## config.mk

```make
export PLATFORM = sky130hd
export DESIGN_NAME = pcc_queue
export DESIGN_NICKNAME = d
export VERILOG_FILES = /design/src/design/pcc_pkg.sv /design/src/design/pcc_queue.sv
export SDC_FILE = /design/constraint.sdc
export NUM_CORES = 1
export LEC_CHECK = 0
export ABC_AREA = 1
export BUFFER_PORTS_ARGS = -buffer_cell sky130_fd_sc_hd__buf_2
export CAP_MARGIN = 20
export CORE_UTILIZATION = 52
export CTS_CLUSTER_SIZE = 24
export DETAILED_ROUTE_END_ITERATION = 8
export PLACE_DENSITY_LB_ADDON = 0.08
export SYNTH_ARGS = -nofsm -noshare
export SYNTH_HDL_FRONTEND = slang
export SYNTH_SLANG_ARGS = --single-unit
```

## constraint.sdc

```tcl
create_clock -name aclk -period 16.85 [get_ports aclk]
set_input_delay 5.055 -clock aclk [delete_from_list [all_inputs] [get_ports aclk]]
set_output_delay 5.055 -clock aclk [all_outputs]
set_load 0.03 [all_outputs]
```

## src/design/pcc_pkg.sv

```systemverilog
// Shared types, widths and defaults for the per-feature Pearson correlation block.
package pcc_pkg;

    localparam int DEF_FEATURES    = 14;
    localparam int DEF_MAX_SAMPLES = 4096;

    localparam int X_W      = 16;
    localparam int Y_W      = 16;
    localparam int IDX_O_W  = 6;
    localparam int CORR_W   = 16;

    // Sum widths cover the largest sample count the block supports.
    localparam int N_W      = 17;
    localparam int SX_W     = 33;
    localparam int SXX_W    = 49;
    localparam int SXY_W    = 49;
    localparam int SY_W     = 33;
    localparam int SYY_W    = 47;

    // Back-end arithmetic widths.
    localparam int D_W      = 66;
    localparam int MC_W     = 17;
    localparam int MSTEPS   = 4;
    localparam int MA_W     = MC_W * MSTEPS;
    localparam int P_W      = 2 * MA_W;
    localparam int NSQ_W    = 2 * D_W;
    localparam int FRAC_SH  = 32;
    localparam int Q_W      = 35;
    localparam int U_W      = 18;

    localparam int Q_DEPTH  = 2;

    typedef struct packed {
        logic [IDX_O_W-1:0]      idx;
        logic                    last;
        logic [N_W-1:0]          n;
        logic [SX_W-1:0]         sx;
        logic [SXX_W-1:0]        sxx;
        logic signed [SXY_W-1:0] sxy;
        logic signed [SY_W-1:0]  sy;
        logic [SYY_W-1:0]        syy;
    } job_t;

    typedef struct packed {
        logic full;
        logic empty;
    } q_stat_t;

endpackage

```

## src/design/pcc_queue.sv

```systemverilog
// Two-entry job queue between the front and back ends.
module pcc_queue import pcc_pkg::*; (
    input  logic    aclk,
    input  logic    aresetn,
    input  logic    push,
    input  job_t    job_in,
    input  logic    pop,
    output job_t    job_out,
    output q_stat_t stat
);

    localparam int CNT_W = $clog2(Q_DEPTH + 1);

    job_t             mem_reg [Q_DEPTH];
    logic             wp_reg;
    logic             rp_reg;
    logic [CNT_W-1:0] cnt_reg;

    assign job_out    = mem_reg[rp_reg];
    assign stat.full  = (cnt_reg == CNT_W'(Q_DEPTH));
    assign stat.empty = (cnt_reg == '0);

    always_ff @(posedge aclk) begin
        if (push) begin
            mem_reg[wp_reg] <= job_in;
        end
    end

    always_ff @(posedge aclk) begin
        if (!aresetn) begin
            wp_reg  <= 1'b0;
            rp_reg  <= 1'b0;
            cnt_reg <= '0;
        end else begin
            if (push) begin
                wp_reg <= !wp_reg;
            end
            if (pop) begin
                rp_reg <= !rp_reg;
            end
            if (push && !pop) begin
                cnt_reg <= cnt_reg + 1'b1;
            end else if (pop && !push) begin
                cnt_reg <= cnt_reg - 1'b1;
            end
        end
    end

endmodule

```

==> summary.txt <==
Route
  – Iter 0 DRT Violations: 509
  – Final wirelength: 36300 um
  – DR vias: 8806
  – Drt wl/cell: 20.6 um
  – Average vias per placed instance: 5.00
  – Post-route ant nets: 0
  – Drt pass-1 iters: 4
  – Post-route DRC: 0

Pwr
  – Sw frac: 0.232
  – Comb power frac: 0.124
  – VDD IR max: 0.101 mV
  – Clock power share: 0.371
  – Sequential share of power: 0.506
  – Pwr Density: 124 nW/um2
  – Cell internal pwr: 2.11 mW
  – Leak: 8.65 nW
  – Tot Pwr: 2.74 mW
  – Switching Power: 0.636 mW

Worst setup path
  – Crit path capture: job_out[62]
  – Startpoint types: flop
  – Crit path cell chain: buf_12 > mux2_2 > buf_2
  – Crit Path Class: flop to output pin
  – Slowest Stage Delay on Critical Path: 0.70 ns
  – Max FO, Critical Path: 146
  – RR Endpoint: mem_reg[0][66]
  – Reg2Reg Depth: 3
  – Crit path DAT: 2.73 ns
  – Slowest CP cell: buf_12
  – Critical Path RT: 11.79 ns
  – Worst r2r src: wp_reg
  – Setup crit end kind: output pin
  – R2R Setup Slk: 13.48 ns

GRT
  – First-pass GRT wire length: 53100 um
  – Gr usage total: 0.203
  – Initial antenna violation count: 10
  – Largest net degree at the start of global routing: 147
  – GRT overflow: 0
  – Vias in the first global route: 8998

Placed design
  – Detail Placement HPWL: 24500 um
  – Placed Cells: 1670
  – Number of buffers inserted by port buffering: 475
  – Global placer's final weighted congestion: 0.769
  – Place WS: 8.54 ns

CTS
  – CTS Buf Count: 47
  – CTS Hold Bufs: 0
  – CTS clock-pin slew for the worst setup and hold paths: 0.06 ns
  – Root buf cell: clkbuf_16
  – # Post-CTS Setup Buffers: 0
  – Post_cts resized: 0
  – H-tree levels: 2
  – Sink Count: 475
  – Clk_lat worst skew: 0.53 ns
  – Maximum clock insertion buffer count: 3
  – CTS tree: built

STA
  – Slew Limit Headroom: 0.185
  – Final setup viols: 0
  – RSZ-0062 raised after global routing: false
  – Tmin final: 7.78 ns
  – Setup TNS: 0 ns
  – Hold Vio Cnt, Final: 0
  – Fin crit share: 0.462
  – Layout Skew: 0.0108 ns
  – Slew Viols, Final: 0
  – Max Freq: 128 MHz
  – Worst slew pin tran: 1.22 ns
  – Final setup margin: 9.07 ns

Run status
  – Status: finished, final reports clean

Synthesis
  – Cells after Synth: 766
  – Synthesis Warnings: 0
  – Register area share after synthesis: 0.799
  – #FFs+latches synth: 475
  – Synth unique cells: 14
  – Synthesized area: 17800 um2
  – Avg Inst Size Synth: 23.2 um2
  – Syn nets: 1006

Floorplanning
  – Die X-Extent: 187 um
  – Starting Density: 0.529
  – Core ar.: 33600 um2
  – Std-Cell Rows: 67
  – Io pins: 476
  – Die height: 187 um
  – Die Area: 35000 um2

Layout
  – Net count, final: 1511
  – Final non-filler cell total: 1760
  – Layout area overhead: 24.2%
  – Fraction of layout cells with a size suffix above 1: 0.601
  – Number of flip-flops in the largest register: 470
  – Fin util: 0.658
  – Layout fillers: 2393

Min path
  – Worst min-delay path category: flop to flop

Job
  – Max-cap viol count: 0
## Yosys cell counts
library cell,instances,area [um2]
nor2_1,9,33.8
o21ai_0,1,5.00
ha_1,1,12.5
dfxtp_1,5,100
nand3_1,1,5.00
mux2_2,85,957
nand4_1,1,6.26
edfxtp_1,470,14100
buf_2,8,40.0
mux2_4,150,2250
buf_6,18,203
a21oi_1,1,5.00
nand2_1,8,30.0
inv_1,8,30.0
## placed cells by master (no fill, tap or decap), types with 4 or more instances in the layout
master	synthesis	final
buf_2	8	475
edfxtp_1	470	470
mux2_4	150	150
mux2_2	85	85
clkbuf_16	0	49
clkbuf_1	0	10
clkinv_1	0	10
nor2_1	9	8
nand2_1	8	8
clkinv_2	0	8
inv_1	8	7
buf_4	0	6
diode_2	0	4
bufinv_16	0	4
clkbuf_8	0	4
dfxtp_1	5	4
## critical path, delay by kind of cell, from the launching register on
family,cells,cell delay (ns)
buffers and inverters,2,0.88
DFF,1,0.59
muxes,1,0.43
## layer usage
| layer | track usage | share of wire | vias up |
|---|---|---|---|
| met5 | 0 | 0.0020 | - |
| met4 | 0.0574 | 0.017 | 12 |
| met3 | 0.0807 | 0.093 | 54 |
| met2 | 0.358 | 0.53 | 336 |
| met1 | 0.226 | 0.36 | 4341 |
| li1 | - | - | 4063 |
## worst min path at each step
stage               startpoint  endpoint  slack (ns)  depth (start not counted)
global placement        rp_reg    rp_reg        0.48                          2
detailed placement      rp_reg      flop        0.49                          2
floorplan               rp_reg      flop        0.46                          2
CTS                     rp_reg      flop        0.50                          2
global route            rp_reg      flop        0.54                          2
finish                  rp_reg      flop        0.51                          2
## per-stage QoR
stage	area, um2	hold WS [ns]
after floorplan	17800	0.463
after global routing	22100	0.541
after global placement	20600	0.478
after CTS	22100	0.504
final	22100	0.507
after detailed placement	20600	0.489
## area by class of cell
type | count | area, um2 | share of cell area
timing repair buffer | 482 | 2440 | 0.110
inverter | 8 | 37.5 | 0.00170
tap | 448 | 561 | 0.0254
sequential | 475 | 14200 | 0.643
multi-input combinational | 257 | 3310 | 0.150
clock buffer | 63 | 1320 | 0.0597
clock inverter | 23 | 205 | 0.00928
antenna | 4 | 10.0 | 0.000453
## power groups by stage
stage | clock network, mW | logic, mW | registers [mW]
global route | 1.08 | 0.356 | 1.39
floorplan | 0 | 0.237 | 1.42
finish | 1.02 | 0.339 | 1.39
CTS | 1.04 | 0.343 | 1.39
global placement | 0 | 0.339 | 1.41
detailed placement | 0 | 0.342 | 1.41
## cell families after synthesis
group / count (synthesis) / share of synthesized area
mux: 235 / 0.180
simple gates: 19 / 0.00422
buf+inv: 34 / 0.0153
fa+ha+maj: 1 / 0.000703
flops: 475 / 0.799
compound gates: 2 / 0.000562
Power figures use the tool's default switching activity.
