`src/design/pcc_pkg.sv`:
```
// Shared types, widths and defaults for the per-feature Pearson correlation block.
package pcc_pkg;

    localparam int DEF_FEATURES    = 14;
    localparam int DEF_MAX_SAMPLES = 4096;

    localparam int X_W      = 16;
    localparam int Y_W      = 16;
    localparam int IDX_O_W  = 6;
    localparam int CORR_W   = 16;

    // Sum widths cover the largest sample count the block supports.
    localparam int N_W      = 17;
    localparam int SX_W     = 33;
    localparam int SXX_W    = 49;
    localparam int SXY_W    = 49;
    localparam int SY_W     = 33;
    localparam int SYY_W    = 47;

    // Back-end arithmetic widths.
    localparam int D_W      = 66;
    localparam int MC_W     = 17;
    localparam int MSTEPS   = 4;
    localparam int MA_W     = MC_W * MSTEPS;
    localparam int P_W      = 2 * MA_W;
    localparam int NSQ_W    = 2 * D_W;
    localparam int FRAC_SH  = 32;
    localparam int Q_W      = 35;
    localparam int U_W      = 18;

    localparam int Q_DEPTH  = 2;

    typedef struct packed {
        logic [IDX_O_W-1:0]      idx;
        logic                    last;
        logic [N_W-1:0]          n;
        logic [SX_W-1:0]         sx;
        logic [SXX_W-1:0]        sxx;
        logic signed [SXY_W-1:0] sxy;
        logic signed [SY_W-1:0]  sy;
        logic [SYY_W-1:0]        syy;
    } job_t;

    typedef struct packed {
        logic full;
        logic empty;
    } q_stat_t;

endpackage

```
`src/design/pcc_mul.sv`:
```
// Sequential multiplier: one 68x17 partial product per cycle.
module pcc_mul import pcc_pkg::*; (
    input  logic            aclk,
    input  logic            aresetn,
    input  logic            start,
    input  logic [MA_W-1:0] a,
    input  logic [MA_W-1:0] b,
    output logic            done,
    output logic [P_W-1:0]  p
);

    localparam int SC_W = (MSTEPS > 1) ? $clog2(MSTEPS) : 1;

    logic [MA_W-1:0]      a_reg;
    logic [MA_W-1:0]      b_reg;
    logic [P_W-1:0]       acc_reg;
    logic [SC_W-1:0]      cnt_reg;
    logic                 busy_reg;
    logic                 done_reg;
    logic [MA_W+MC_W-1:0] partial;

    assign partial = a_reg * b_reg[MA_W-1 -: MC_W];
    assign done    = done_reg;
    assign p       = acc_reg;

    always_ff @(posedge aclk) begin
        if (start) begin
            a_reg   <= a;
            b_reg   <= b;
            acc_reg <= '0;
        end else if (busy_reg) begin
            acc_reg <= (acc_reg << MC_W) + P_W'(partial);
            b_reg   <= b_reg << MC_W;
        end
    end

    always_ff @(posedge aclk) begin
        if (!aresetn) begin
            busy_reg <= 1'b0;
            done_reg <= 1'b0;
            cnt_reg  <= '0;
        end else begin
            done_reg <= 1'b0;
            if (start) begin
                busy_reg <= 1'b1;
                cnt_reg  <= '0;
            end else if (busy_reg) begin
                cnt_reg <= cnt_reg + 1'b1;
                if (cnt_reg == SC_W'(MSTEPS - 1)) begin
                    busy_reg <= 1'b0;
                    done_reg <= 1'b1;
                end
            end
        end
    end

endmodule

```
`config.mk`:
```
export PLATFORM = sky130hd
export DESIGN_NAME = pcc_mul
export DESIGN_NICKNAME = d
export VERILOG_FILES = /design/src/design/pcc_pkg.sv /design/src/design/pcc_mul.sv
export SDC_FILE = /design/constraint.sdc
export NUM_CORES = 2
export LEC_CHECK = 0
export BUFFER_PORTS_ARGS = -buffer_cell sky130_fd_sc_hd__buf_2
export CELL_PAD_IN_SITES_DETAIL_PLACEMENT = 1
export CELL_PAD_IN_SITES_GLOBAL_PLACEMENT = 2
export CORE_UTILIZATION = 40
export DETAILED_ROUTE_END_ITERATION = 8
export PLACE_DENSITY = 0.86
export SETUP_SLACK_MARGIN = 0.3
export SYNTH_ARGS = -nofsm -noshare
export SYNTH_HDL_FRONTEND = slang
export SYNTH_SLANG_ARGS = --single-unit
```
`constraint.sdc`:
```
create_clock -name aclk -period 9.9 [get_ports aclk]
set_clock_uncertainty 0.05 [all_clocks]
set_input_delay 0.99 -clock aclk [delete_from_list [all_inputs] [get_ports aclk]]
set_output_delay 0.99 -clock aclk [all_outputs]
set_load 0.03 [all_outputs]
```
==> results.sh <==
export IMPL_outcome="finished clean"
export IMPL_cpMostUsedCell="fa_1"
export IMPL_hp_class="flop to flop"
export IMPL_rr_worst_depth=24
export IMPL_dpl_hpwl_um=140500
export IMPL_num_vias=38814
export IMPL_drive_above_1_share_pct=8.928
export IMPL_fin_util_pct=44.04
export IMPL_async_flop_share_pct=0
export IMPL_critPathKind="flop to flop"
export IMPL_cts_tree="yes"
export IMPL_fillerInstances=14311
export IMPL_io_buffers=275
export IMPL_antenna_found_initial=11
export IMPL_synth_edf_count=136
export IMPL_wl_per_cell_um=24.11
export IMPL_insertion_delay_ns=0.64
export IMPL_clock_sinks=276
export IMPL_cp_start_kind="flop"
export IMPL_crit_path_top_delay_cell="edfxtp_1"
export IMPL_pre_cts_slack_ns=1.133
export IMPL_cts_hold_buf=0
export IMPL_yosys_area_top_type="fa_1"
export IMPL_cp_end_kind="flop"
export IMPL_cp_top_family="adder cells"
export IMPL_num_rows=128
export IMPL_overflow=0
export IMPL_synth_most_common_cell="inv_1"
export IMPL_grt_usage_pct=28.97
export IMPL_hold_violations=0
export IMPL_reg2reg_to="p[85]$_SDFFE_PP0P_"
export IMPL_multiInputGateArea_mm2=0.03626
export IMPL_ctsResizeCount=0
export IMPL_fin_nets=7032
export IMPL_max_slew_margin_rel_pct=8.105
export IMPL_syn_area_mm2=0.04942
export IMPL_slew_violations=0
export IMPL_die_h_um=353.5
export IMPL_clock_path_buffers=3
export IMPL_grt_start_max_net_pins=74
export IMPL_synth_seq_cells=276
export IMPL_synth_ff_type="dfxtp_1"
export IMPL_io_pins=276
export IMPL_cp_endpoint="p[85]$_SDFFE_PP0P_"
export IMPL_cts_setup_buffers=0
export IMPL_cts_root_buf="clkbuf_16"
export IMPL_max_freq_ghz=0.1129
export IMPL_r2r_slack_ns=1.05
export IMPL_netlist_instances=5586
export IMPL_initial_core_util_pct=40.44
export IMPL_cts_clk_slew_worst_paths_ns=0.07
export IMPL_synth_area_leaders="fa_1 (43%), inv_1 (10%), edfxtp_1 (8.3%)"
export IMPL_ys_types=71
export IMPL_ys_seq_area_share_pct=13.93
export IMPL_cp_depth=24
export IMPL_synth_fp_nets=6960
export IMPL_synth_top_area_share_pct=42.82
export IMPL_grt_pass1_wl_um=272800
export IMPL_holdWs_ns=0.4323
export IMPL_rsz0062_at_grt="false"
export IMPL_grt_pass1_vias=44422
export IMPL_maxCapViolations=0
export IMPL_seqCellArea_mm2=0.006890
export IMPL_critPathMaxFanout=26
export IMPL_drtIter0Drc=2510
export IMPL_die_area_mm2=0.1250
export IMPL_setup_worst_path_start="b_reg[53]$_DFFE_PP_"
export IMPL_via_per_inst=5.300
export IMPL_finalCriticalPeriod_ns=8.854
export IMPL_dieWidth_um=353.5
export IMPL_crit_chain="buf_4, nand2_1, fa_1, inv_1, fa_1, inv_1, fa_1, inv_1, fa_1, fa_1, inv_1, fa_1, inv_1, ha_1, a21oi_1, o21a_1, a21bo_2, a211oi_1, a2bb2oi_1, and2_1, o31ai_2, a211o_1, and3_1, or3_1"
export IMPL_htree_levels=2
export IMPL_cts_made_buffers=40
export IMPL_worst_pin_slew_ns=1.378
export IMPL_largest_register_ff_count=136
export IMPL_coreArea_mm2=0.1222
export IMPL_dr_pass1_iters=5
export IMPL_ant_nets=0
export IMPL_setup_slack_ns=1.046
export IMPL_finalCritPeriodShare_pct=89.44
export IMPL_synthTopCellsByCount="inv_1 (1328), fa_1 (1057), nand2_1 (1013)"
export IMPL_syn_to_final_growth_pct=8.884
export IMPL_drc=0
export IMPL_yosys_warnings=0
export IMPL_setup_viol=0
export IMPL_rr_startpoint="b_reg[53]$_DFFE_PP_"
export IMPL_crit_buf_inv=6
export IMPL_setup_tns_ns=0
export IMPL_cp_required_ns=10.39
export IMPL_worstPathArrival_ns=9.34
export IMPL_routed_wl_um=176500
export IMPL_gp_congestion=0.9532
export IMPL_cp_slowest_stage_delay_ns=1.06
export IMPL_syn_area_per_cell_um2=8.848
## tightest hold or removal path, delay by kind of cell (launching register included)
family | cells | cell delay, ns
simple gates | 2 | 0.13
flops | 1 | 0.31
## cell type report
type,instances,area share (%)
sequential,276,12.80
antenna,8,0.03720
inverter,1328,9.268
tap,1625,3.778
clock buffer,50,2.009
clock inverter,24,0.6603
multi-input combinational,3646,67.39
timing repair buffer,366,4.055
## how the worst min path moves through the flow
| stage | startpoint | endpoint | cells past startpoint |
|---|---|---|---|
| 2_1_floorplan | cnt_reg[1]$_SDFFE_PP0P_ | cnt_reg[1]$_SDFFE_PP0P_ | 2 |
| 3_3_place_gp | p[119]$_SDFFE_PP0P_ | p[119]$_SDFFE_PP0P_ | 2 |
| 3_5_place_dp | p[119]$_SDFFE_PP0P_ | p[119]$_SDFFE_PP0P_ | 2 |
| 4_1_cts | a[47] | a_reg[47]$_DFFE_PP_ | 1 |
| 5_1_grt | a[47] | a_reg[47]$_DFFE_PP_ | 1 |
| 6_report | p[119]$_SDFFE_PP0P_ | p[119]$_SDFFE_PP0P_ | 2 |
## metal layers
metal  up-vias  track usage [%]  share of wire (%)
li1      16646                -                  -
met1     20622            37.80                 41
met2      1232            49.26                 49
met3       314            3.680                5.8
met4         0            10.55                3.9
met5         -                0                  0
## stage by stage
step           instances  area, um2
2_1_floorplan       5586      49420
3_3_place_gp        7241      52360
3_5_place_dp        7241      52360
4_1_cts             7315      53790
5_1_grt             7322      53810
6_report            7323      53810
## logic make-up (layout without fill, tap and decap cells)
kind of cell / after synthesis / count (layout) / synth area share, %
fa+ha+maj: 1235 / 1235 / 47.32
other cells: 0 / 8 / 0
simple gates: 1744 / 1744 / 15.99
xor+xnor: 122 / 122 / 2.162
mux: 101 / 101 / 2.175
flops: 276 / 276 / 13.93
buf+inv: 1664 / 1768 / 12.71
compound gates: 444 / 444 / 5.706
## cells in the final DEF, fill, tap and decap left out, types with 7 or more instances in the layout
| cell | Yosys | final |
|---|---|---|
| buf_2 | 24 | 274 |
| o21bai_1 | 14 | 14 |
| mux2_2 | 51 | 51 |
| nor2b_1 | 10 | 10 |
| nor3_1 | 39 | 39 |
| and3_1 | 16 | 16 |
| buf_12 | 0 | 9 |
| clkbuf_16 | 0 | 42 |
| a21o_1 | 26 | 26 |
| nand4_1 | 50 | 50 |
| dfxtp_1 | 140 | 139 |
| mux2i_1 | 50 | 50 |
| o22ai_1 | 22 | 22 |
| o21a_1 | 13 | 13 |
| inv_1 | 1328 | 1327 |
| xor2_1 | 42 | 42 |
| edfxtp_1 | 136 | 136 |
| o211ai_1 | 8 | 8 |
| or3_1 | 11 | 11 |
| nor2_1 | 179 | 178 |
| fa_1 | 1057 | 1057 |
| nand2_1 | 1013 | 1013 |
| a211oi_1 | 41 | 41 |
| ha_1 | 178 | 178 |
| nor4_1 | 17 | 17 |
| a31oi_1 | 8 | 8 |
| clkbuf_1 | 297 | 8 |
| clkinv_2 | 0 | 7 |
| xnor2_1 | 80 | 80 |
| nand3_1 | 34 | 34 |
| diode_2 | 0 | 8 |
| o21ai_0 | 111 | 111 |
| a21oi_1 | 137 | 137 |
| and2_1 | 345 | 345 |
| buf_4 | 1 | 82 |
Power is left out: the tool's default activity adds up to more than one toggle a clock period on the data nets, which glitch-free logic cannot reach.
