[src/design/pcc_pkg.sv]
// Shared types, widths and defaults for the per-feature Pearson correlation block.
package pcc_pkg;

    localparam int DEF_FEATURES    = 14;
    localparam int DEF_MAX_SAMPLES = 4096;

    localparam int X_W      = 16;
    localparam int Y_W      = 16;
    localparam int IDX_O_W  = 6;
    localparam int CORR_W   = 16;

    // Sum widths cover the largest sample count the block supports.
    localparam int N_W      = 17;
    localparam int SX_W     = 33;
    localparam int SXX_W    = 49;
    localparam int SXY_W    = 49;
    localparam int SY_W     = 33;
    localparam int SYY_W    = 47;

    // Back-end arithmetic widths.
    localparam int D_W      = 66;
    localparam int MC_W     = 17;
    localparam int MSTEPS   = 4;
    localparam int MA_W     = MC_W * MSTEPS;
    localparam int P_W      = 2 * MA_W;
    localparam int NSQ_W    = 2 * D_W;
    localparam int FRAC_SH  = 32;
    localparam int Q_W      = 35;
    localparam int U_W      = 18;

    localparam int Q_DEPTH  = 2;

    typedef struct packed {
        logic [IDX_O_W-1:0]      idx;
        logic                    last;
        logic [N_W-1:0]          n;
        logic [SX_W-1:0]         sx;
        logic [SXX_W-1:0]        sxx;
        logic signed [SXY_W-1:0] sxy;
        logic signed [SY_W-1:0]  sy;
        logic [SYY_W-1:0]        syy;
    } job_t;

    typedef struct packed {
        logic full;
        logic empty;
    } q_stat_t;

endpackage

[src/design/pcc_back.sv]
// Back end: per-feature products, division, square root and result register.
module pcc_back import pcc_pkg::*; (
    input  logic                     aclk,
    input  logic                     aresetn,
    input  q_stat_t                  q_stat,
    input  job_t                     job_in,
    output logic                     pop,
    output logic                     mul_start,
    output logic [MA_W-1:0]          mul_a,
    output logic [MA_W-1:0]          mul_b,
    input  logic                     mul_done,
    input  logic [P_W-1:0]           mul_p,
    output logic                     m_valid,
    input  logic                     m_ready,
    output logic [IDX_O_W-1:0]       m_feature_index,
    output logic signed [CORR_W-1:0] m_correlation,
    output logic                     m_undefined,
    output logic                     m_last_result
);

    typedef enum logic [8:0] {
        B_IDLE    = 9'b000000001,
        B_MSTART  = 9'b000000010,
        B_MWAIT   = 9'b000000100,
        B_PREP    = 9'b000001000,
        B_DIVINIT = 9'b000010000,
        B_DIV     = 9'b000100000,
        B_SQRT    = 9'b001000000,
        B_FIN     = 9'b010000000,
        B_OUT     = 9'b100000000
    } bstate_t;

    localparam logic [2:0] ST_NSYY = 3'd0;
    localparam logic [2:0] ST_SYSQ = 3'd1;
    localparam logic [2:0] ST_NSXX = 3'd2;
    localparam logic [2:0] ST_SXSQ = 3'd3;
    localparam logic [2:0] ST_NSXY = 3'd4;
    localparam logic [2:0] ST_SXSY = 3'd5;
    localparam logic [2:0] ST_DEN  = 3'd6;
    localparam logic [2:0] ST_NSQ  = 3'd7;

    localparam int IT_W = 6;
    localparam int M_W  = CORR_W + 1;
    localparam logic [M_W-1:0] M_FULL = M_W'(1) << (CORR_W - 1);
    localparam logic [M_W-1:0] M_POS  = M_FULL - 1'b1;

    bstate_t             state_reg;
    logic [2:0]          step_reg;
    job_t                job_reg;
    logic [D_W-1:0]      t0_reg;
    logic [D_W-1:0]      dx_reg;
    logic [D_W-1:0]      dy_reg;
    logic [D_W-1:0]      a_reg;
    logic [D_W-1:0]      b_reg;
    logic [D_W-1:0]      num_reg;
    logic                neg_reg;
    logic                undef_reg;
    logic                sat_reg;
    logic [NSQ_W-1:0]    den_reg;
    logic [NSQ_W-1:0]    nsq_reg;
    logic [NSQ_W-1:0]    rem_reg;
    logic [Q_W-1:0]      rlow_reg;
    logic [Q_W-1:0]      q_reg;
    logic [U_W-1:0]      u_reg;
    logic [IT_W-1:0]     it_reg;
    logic signed [CORR_W-1:0] corr_reg;

    logic                      m_valid_reg;
    logic [IDX_O_W-1:0]        m_idx_reg;
    logic signed [CORR_W-1:0]  m_corr_reg;
    logic                      m_undef_reg;
    logic                      m_last_reg;

    logic [SXY_W-1:0]    sxy_mag;
    logic [SY_W-1:0]     sy_mag;
    logic [D_W-1:0]      prod_d;
    logic [D_W-1:0]      diff_d;
    logic [NSQ_W:0]      rem2;
    logic                ge;
    logic [U_W-1:0]      trial;
    logic [2*U_W-1:0]    trial_sq;
    logic [U_W:0]        u_inc;
    logic [M_W-1:0]      m_val;

    assign sxy_mag  = job_reg.sxy[SXY_W-1] ? SXY_W'(-job_reg.sxy) : SXY_W'(job_reg.sxy);
    assign sy_mag   = job_reg.sy[SY_W-1] ? SY_W'(-job_reg.sy) : SY_W'(job_reg.sy);
    assign prod_d   = mul_p[D_W-1:0];
    assign diff_d   = (t0_reg > prod_d) ? (t0_reg - prod_d) : '0;
    assign rem2     = {rem_reg, rlow_reg[Q_W-1]};
    assign ge       = rem2 >= {1'b0, den_reg};
    assign trial    = u_reg | ({1'b1, {(U_W-1){1'b0}}} >> it_reg);
    assign trial_sq = trial * trial;
    assign u_inc    = {1'b0, u_reg} + 1'b1;

    always_comb begin
        if (sat_reg) begin
            m_val = M_FULL;
        end else if (M_W'(u_inc >> 1) > M_FULL) begin
            m_val = M_FULL;
        end else begin
            m_val = M_W'(u_inc >> 1);
        end
    end

    always_comb begin
        case (step_reg)
            ST_NSYY: begin
                mul_a = MA_W'(job_reg.n);
                mul_b = MA_W'(job_reg.syy);
            end
            ST_SYSQ: begin
                mul_a = MA_W'(sy_mag);
                mul_b = MA_W'(sy_mag);
            end
            ST_NSXX: begin
                mul_a = MA_W'(job_reg.n);
                mul_b = MA_W'(job_reg.sxx);
            end
            ST_SXSQ: begin
                mul_a = MA_W'(job_reg.sx);
                mul_b = MA_W'(job_reg.sx);
            end
            ST_NSXY: begin
                mul_a = MA_W'(job_reg.n);
                mul_b = MA_W'(sxy_mag);
            end
            ST_SXSY: begin
                mul_a = MA_W'(job_reg.sx);
                mul_b = MA_W'(sy_mag);
            end
            ST_DEN: begin
                mul_a = MA_W'(dx_reg);
                mul_b = MA_W'(dy_reg);
            end
            ST_NSQ: begin
                mul_a = MA_W'(num_reg);
                mul_b = MA_W'(num_reg);
            end
            default: begin
                mul_a = '0;
                mul_b = '0;
            end
        endcase
    end

    assign pop       = (state_reg == B_IDLE) && !q_stat.empty;
    assign mul_start = (state_reg == B_MSTART);

    assign m_valid         = m_valid_reg;
    assign m_feature_index = m_idx_reg;
    assign m_correlation   = m_corr_reg;
    assign m_undefined     = m_undef_reg;
    assign m_last_result   = m_last_reg;

    // datapath registers
    always_ff @(posedge aclk) begin
        case (state_reg)
            B_IDLE: begin
                job_reg <= job_in;
            end
            B_MWAIT: begin
                if (mul_done) begin
                    case (step_reg)
                        ST_NSYY: t0_reg  <= prod_d;
                        ST_SYSQ: dy_reg  <= diff_d;
                        ST_NSXX: t0_reg  <= prod_d;
                        ST_SXSQ: dx_reg  <= diff_d;
                        ST_NSXY: a_reg   <= prod_d;
                        ST_SXSY: b_reg   <= prod_d;
                        ST_DEN:  den_reg <= mul_p[NSQ_W-1:0];
                        ST_NSQ:  nsq_reg <= mul_p[NSQ_W-1:0];
                        default: t0_reg  <= t0_reg;
                    endcase
                end
            end
            B_PREP: begin
                corr_reg <= '0;
                if (job_reg.sxy[SXY_W-1] != job_reg.sy[SY_W-1]) begin
                    num_reg <= a_reg + b_reg;
                    neg_reg <= job_reg.sxy[SXY_W-1];
                end else if (a_reg >= b_reg) begin
                    num_reg <= a_reg - b_reg;
                    neg_reg <= job_reg.sxy[SXY_W-1];
                end else begin
                    num_reg <= b_reg - a_reg;
                    neg_reg <= !job_reg.sxy[SXY_W-1];
                end
            end
            B_DIVINIT: begin
                rem_reg  <= nsq_reg >> 3;
                rlow_reg <= {nsq_reg[2:0], {FRAC_SH{1'b0}}};
                q_reg    <= '0;
                u_reg    <= '0;
            end
            B_DIV: begin
                rem_reg  <= ge ? NSQ_W'(rem2 - {1'b0, den_reg}) : NSQ_W'(rem2);
                q_reg    <= {q_reg[Q_W-2:0], ge};
                rlow_reg <= rlow_reg << 1;
            end
            B_SQRT: begin
                if (trial_sq <= (2*U_W)'(q_reg)) begin
                    u_reg <= trial;
                end
            end
            B_FIN: begin
                if (neg_reg) begin
                    corr_reg <= CORR_W'(-m_val);
                end else begin
                    corr_reg <= (m_val > M_POS) ? CORR_W'(M_POS) : CORR_W'(m_val);
                end
            end
            default: begin
                t0_reg <= t0_reg;
            end
        endcase
    end

    // sequencer and result register
    always_ff @(posedge aclk) begin
        if (!aresetn) begin
            state_reg   <= B_IDLE;
            step_reg    <= ST_NSYY;
            it_reg      <= '0;
            undef_reg   <= 1'b0;
            sat_reg     <= 1'b0;
            m_valid_reg <= 1'b0;
        end else begin
            if (m_valid_reg && m_ready && (state_reg != B_OUT)) begin
                m_valid_reg <= 1'b0;
            end
            case (state_reg)
                B_IDLE: begin
                    if (!q_stat.empty) begin
                        step_reg  <= ST_NSYY;
                        undef_reg <= 1'b0;
                        sat_reg   <= 1'b0;
                        state_reg <= B_MSTART;
                    end
                end
                B_MSTART: begin
                    state_reg <= B_MWAIT;
                end
                B_MWAIT: begin
                    if (mul_done) begin
                        if (step_reg == ST_SXSY) begin
                            state_reg <= B_PREP;
                        end else if (step_reg == ST_NSQ) begin
                            state_reg <= B_DIVINIT;
                        end else begin
                            step_reg  <= step_reg + 1'b1;
                            state_reg <= B_MSTART;
                        end
                    end
                end
                B_PREP: begin
                    if (dx_reg == '0 || dy_reg == '0) begin
                        undef_reg <= 1'b1;
                        state_reg <= B_OUT;
                    end else begin
                        step_reg  <= ST_DEN;
                        state_reg <= B_MSTART;
                    end
                end
                B_DIVINIT: begin
                    it_reg <= '0;
                    if ((nsq_reg >> 3) >= den_reg) begin
                        sat_reg   <= 1'b1;
                        state_reg <= B_FIN;
                    end else begin
                        state_reg <= B_DIV;
                    end
                end
                B_DIV: begin
                    it_reg <= it_reg + 1'b1;
                    if (it_reg == IT_W'(Q_W - 1)) begin
                        it_reg    <= '0;
                        state_reg <= B_SQRT;
                    end
                end
                B_SQRT: begin
                    it_reg <= it_reg + 1'b1;
                    if (it_reg == IT_W'(U_W - 1)) begin
                        state_reg <= B_FIN;
                    end
                end
                B_FIN: begin
                    state_reg <= B_OUT;
                end
                B_OUT: begin
                    if (!m_valid_reg || m_ready) begin
                        m_valid_reg <= 1'b1;
                        m_idx_reg   <= job_reg.idx;
                        m_corr_reg  <= corr_reg;
                        m_undef_reg <= undef_reg;
                        m_last_reg  <= job_reg.last;
                        state_reg   <= B_IDLE;
                    end
                end
                default: begin
                    state_reg <= B_IDLE;
                end
            endcase
        end
    end

endmodule

[config.mk]
export PLATFORM = sky130hd
export DESIGN_NAME = pcc_back
export DESIGN_NICKNAME = d
export VERILOG_FILES = /design/src/design/pcc_pkg.sv /design/src/design/pcc_back.sv
export SDC_FILE = /design/constraint.sdc
export NUM_CORES = 2
export LEC_CHECK = 0
export BUFFER_PORTS_ARGS = -buffer_cell sky130_fd_sc_hd__clkbuf_2
export CORE_ASPECT_RATIO = 0.6
export CORE_UTILIZATION = 25
export DETAILED_ROUTE_END_ITERATION = 7
export MAX_ROUTING_LAYER = met4
export PLACE_DENSITY = 0.46
export REMOVE_ABC_BUFFERS = 1
export SLEW_MARGIN = 20
export SYNTH_ARGS = -nofsm -noshare
export SYNTH_HDL_FRONTEND = slang
export SYNTH_SLANG_ARGS = --single-unit
[constraint.sdc]
create_clock -name aclk -period 39.3 [get_ports aclk]
set_input_delay 1.965 -clock aclk [delete_from_list [all_inputs] [get_ports aclk]]
set_output_delay 1.965 -clock aclk [all_outputs]
set_load 0.005 [all_outputs]
==> run metrics <==
GRT Residual Overflow=0; Netlist cell types=between 80 and 90; net total in the final layout=10100; GP Congestion=approximately 0.98; cts repair resizes=0; violated checks=design-rule violations; Root Buffer=clkbuf_16; setup TNS=0 ns; Post-Syn Area=81800 sq um; multi-input logic area=approximately 43000 sq um; dpl cell area=89400 sq um; Core Region=roughly 330000 sq um; area leader, netlist=edfxtp_1; postcts setup bufs=0; Slew Limit Fails=0; fillers=~34000; crit path capture type=flop; cell row count=approximately 160; Vias=~68000; CTS buffer count=138; worst min-delay path class=reg2reg; worst setup path category=reg2reg; TritonCTS clock tree=yes; initial antenna violation count=41; total global routing track utilization=0.195; Hold Fails Final Rpt=0; DRC viols=4; Max H-tree Level=4; vias per cell=around 5; clock slew at reported path FFs=~0.060 ns; commonest cells in the netlist=1124 x edfxtp_1, 841 x inv_1, 831 x a21oi_1, 733 x nor2_1, 682 x ha_1; Top Ports=between 500 and 600; Seq/Total Area, Yosys=0.418; max reg flops=roughly 240; die outline area=approximately 330000 sq um; unrepaired setup endpoints after global routing=false; max_slew headroom=0.144; min Tclk post-route=between 10 and 15 ns; Most used DFF post-synth=edfxtp_1; Routed Antenna Nets=0; CTS sink cnt=1145; Hold-fix buffers, CTS=0; FFs w/ async S/R, synth=0; # placed instances=around 13000; Worst Path Max Fanout=18; Layout Skew=0.127 ns; Max Root-Sink Buffers=4; worst slew pin tran=around 1.3 ns; global-route wire length before repair=roughly 460000 um; Final Cell Area=94100 sq um; power density cells=between 40 and 50 nW/um^2; Hold Slack=about 0.42 ns; Ys Warns=0; Mapped Cells=roughly 8400; met1 Track Usage GR=0.311; Worst path slowest cell=nor3_1; non-filler cells, final=13200; top cell type's share of synthesized area=0.412; met3 Usage GRT=0.0564; hpwl dp=approximately 260000 um; max frequency=roughly 84 MHz; cell with the most instances after synthesis=edfxtp_1; crit path DAT=between 10 and 15 ns; GRT Max-Usage Layer=met1; fin crit share=0.304; starting density of the core=0.252; worst-skew pair later-pin latency=roughly 0.90 ns; largest net degree at the start of global routing=180; DR iter-0 viols=7549; layout cells sized above 1=0.110; syn avg cell area=9.75 sq um; Static Leak=38.1 nW; ranking of synthesized cells by area=edfxtp_1 41%, ha_1 10%, fa_1 5.6%, a21oi_1 5.1%, inv_1 3.9%; max-cap viol count=0; Area Overhead vs Synth=14.9%; startpoint type of the worst setup path=flop; die width=741 um; required time worst endpoint=39.78 ns; 1st-pass router iterations=8; VDD IR-drop max=approximately 0.000067 V; Port Buffers=530; cell with the most instances on the worst path=fa_1; Total Routed Length=roughly 320000 um; flops & latches, synth=1145; Worst path max stage delay=0.72 ns; Post-synth EDFFs=1124; Die Y-Extent=445 um; run status=finished with violations; number of global-route vias before repair=about 64000; Final setup viols=0; WL/cell=24.4 um; register area=between 30000 and 40000 sq um; met2 Track Usage GR=0.236
critical path: cells and delay by family, from the launching register on:
family / cells / cell delay [ns]
xor gates and xnor gates: 1 / 0.09
and+or+nand+nor: 12 / 3.74
DFF: 1 / 0.44
buffers and inverters: 6 / 1.20
AOI/OAI and AO/OA: 9 / 2.21
adders and majority gates: 8 / 3.88
report_power, final:
group | internal, mW | leakage [nW] | switching [mW] | total [mW]
clock network | 0.768 | 2.20 | 0.565 | 1.33
logic | 0.312 | 25.4 | 0.595 | 0.907
registers | 1.52 | 10.5 | 0.0707 | 1.59
layout make-up:
class / instances / share of cell area
antenna: 25 / 0.000665
clock buffer: 160 / 0.0389
clock inverter: 76 / 0.00878
inverter: 854 / 0.0341
multi-input combinational: 6017 / 0.460
sequential: 1145 / 0.363
tap: 4346 / 0.0578
timing repair buffer: 624 / 0.0362
metal layers:
layer	wire length, um	vias to the layer above
li1	-	31200
met1	170000	33500
met2	116000	2691
met3	32200	261
met4	4680	0
met5	0	-
cells in the final DEF (no fill, tap or decap), types with 90 or more instances in the layout:
cell type | Yosys | layout
o21ai_0 | 470 | 467
buf_4 | 5 | 90
nand2_1 | 671 | 669
nor3_1 | 137 | 135
a21oi_1 | 831 | 826
clkbuf_2 | 0 | 530
inv_1 | 841 | 839
xor2_1 | 127 | 126
xnor2_1 | 241 | 240
a21o_1 | 235 | 235
o21bai_1 | 140 | 140
nand3_1 | 121 | 121
fa_1 | 227 | 227
ha_1 | 682 | 679
edfxtp_1 | 1124 | 1124
clkbuf_16 | 0 | 142
nand4_1 | 184 | 184
nor2_1 | 733 | 731
metrics by stage:
stage	setup WS (ns)	utilization	power, mW
final	27.37	0.289	3.83
after global routing	26.57	0.289	3.99
after CTS	27.14	0.289	3.86
after detailed placement	27.22	0.275	2.51
after global placement	27.19	0.275	2.50
after floorplan	17.77	-	2.19
cells by family (layout without fill, tap and decap cells):
family	Yosys count	count (layout)	synth area share
xor+xnor	368	368	0.0394
compound gates	2364	2364	0.184
flops	1145	1145	0.418
buf+inv	1235	1714	0.0569
mux	103	103	0.0134
fa+ha+maj	909	909	0.160
other cells	1	29	0.0000458
simple gates	2269	2269	0.129
final timing paths:
path	start	end	slack (ns)	depth (start not counted)
worst max-delay path	it_reg[3]$_SDFFE_PN0P_	u_reg[5]$_SDFFCE_PP0P_	27.37	36
worst min-delay path	job_reg[231]$_DFFE_PN_	m_feature_index[2]$_DFFE_PP_	0.42	0
worst max register to register	it_reg[3]$_SDFFE_PN0P_	u_reg[5]$_SDFFCE_PP0P_	27.37	36
worst min register to register	job_reg[231]$_DFFE_PN_	m_feature_index[2]$_DFFE_PP_	0.42	0
Power figures use the tool's default switching activity.
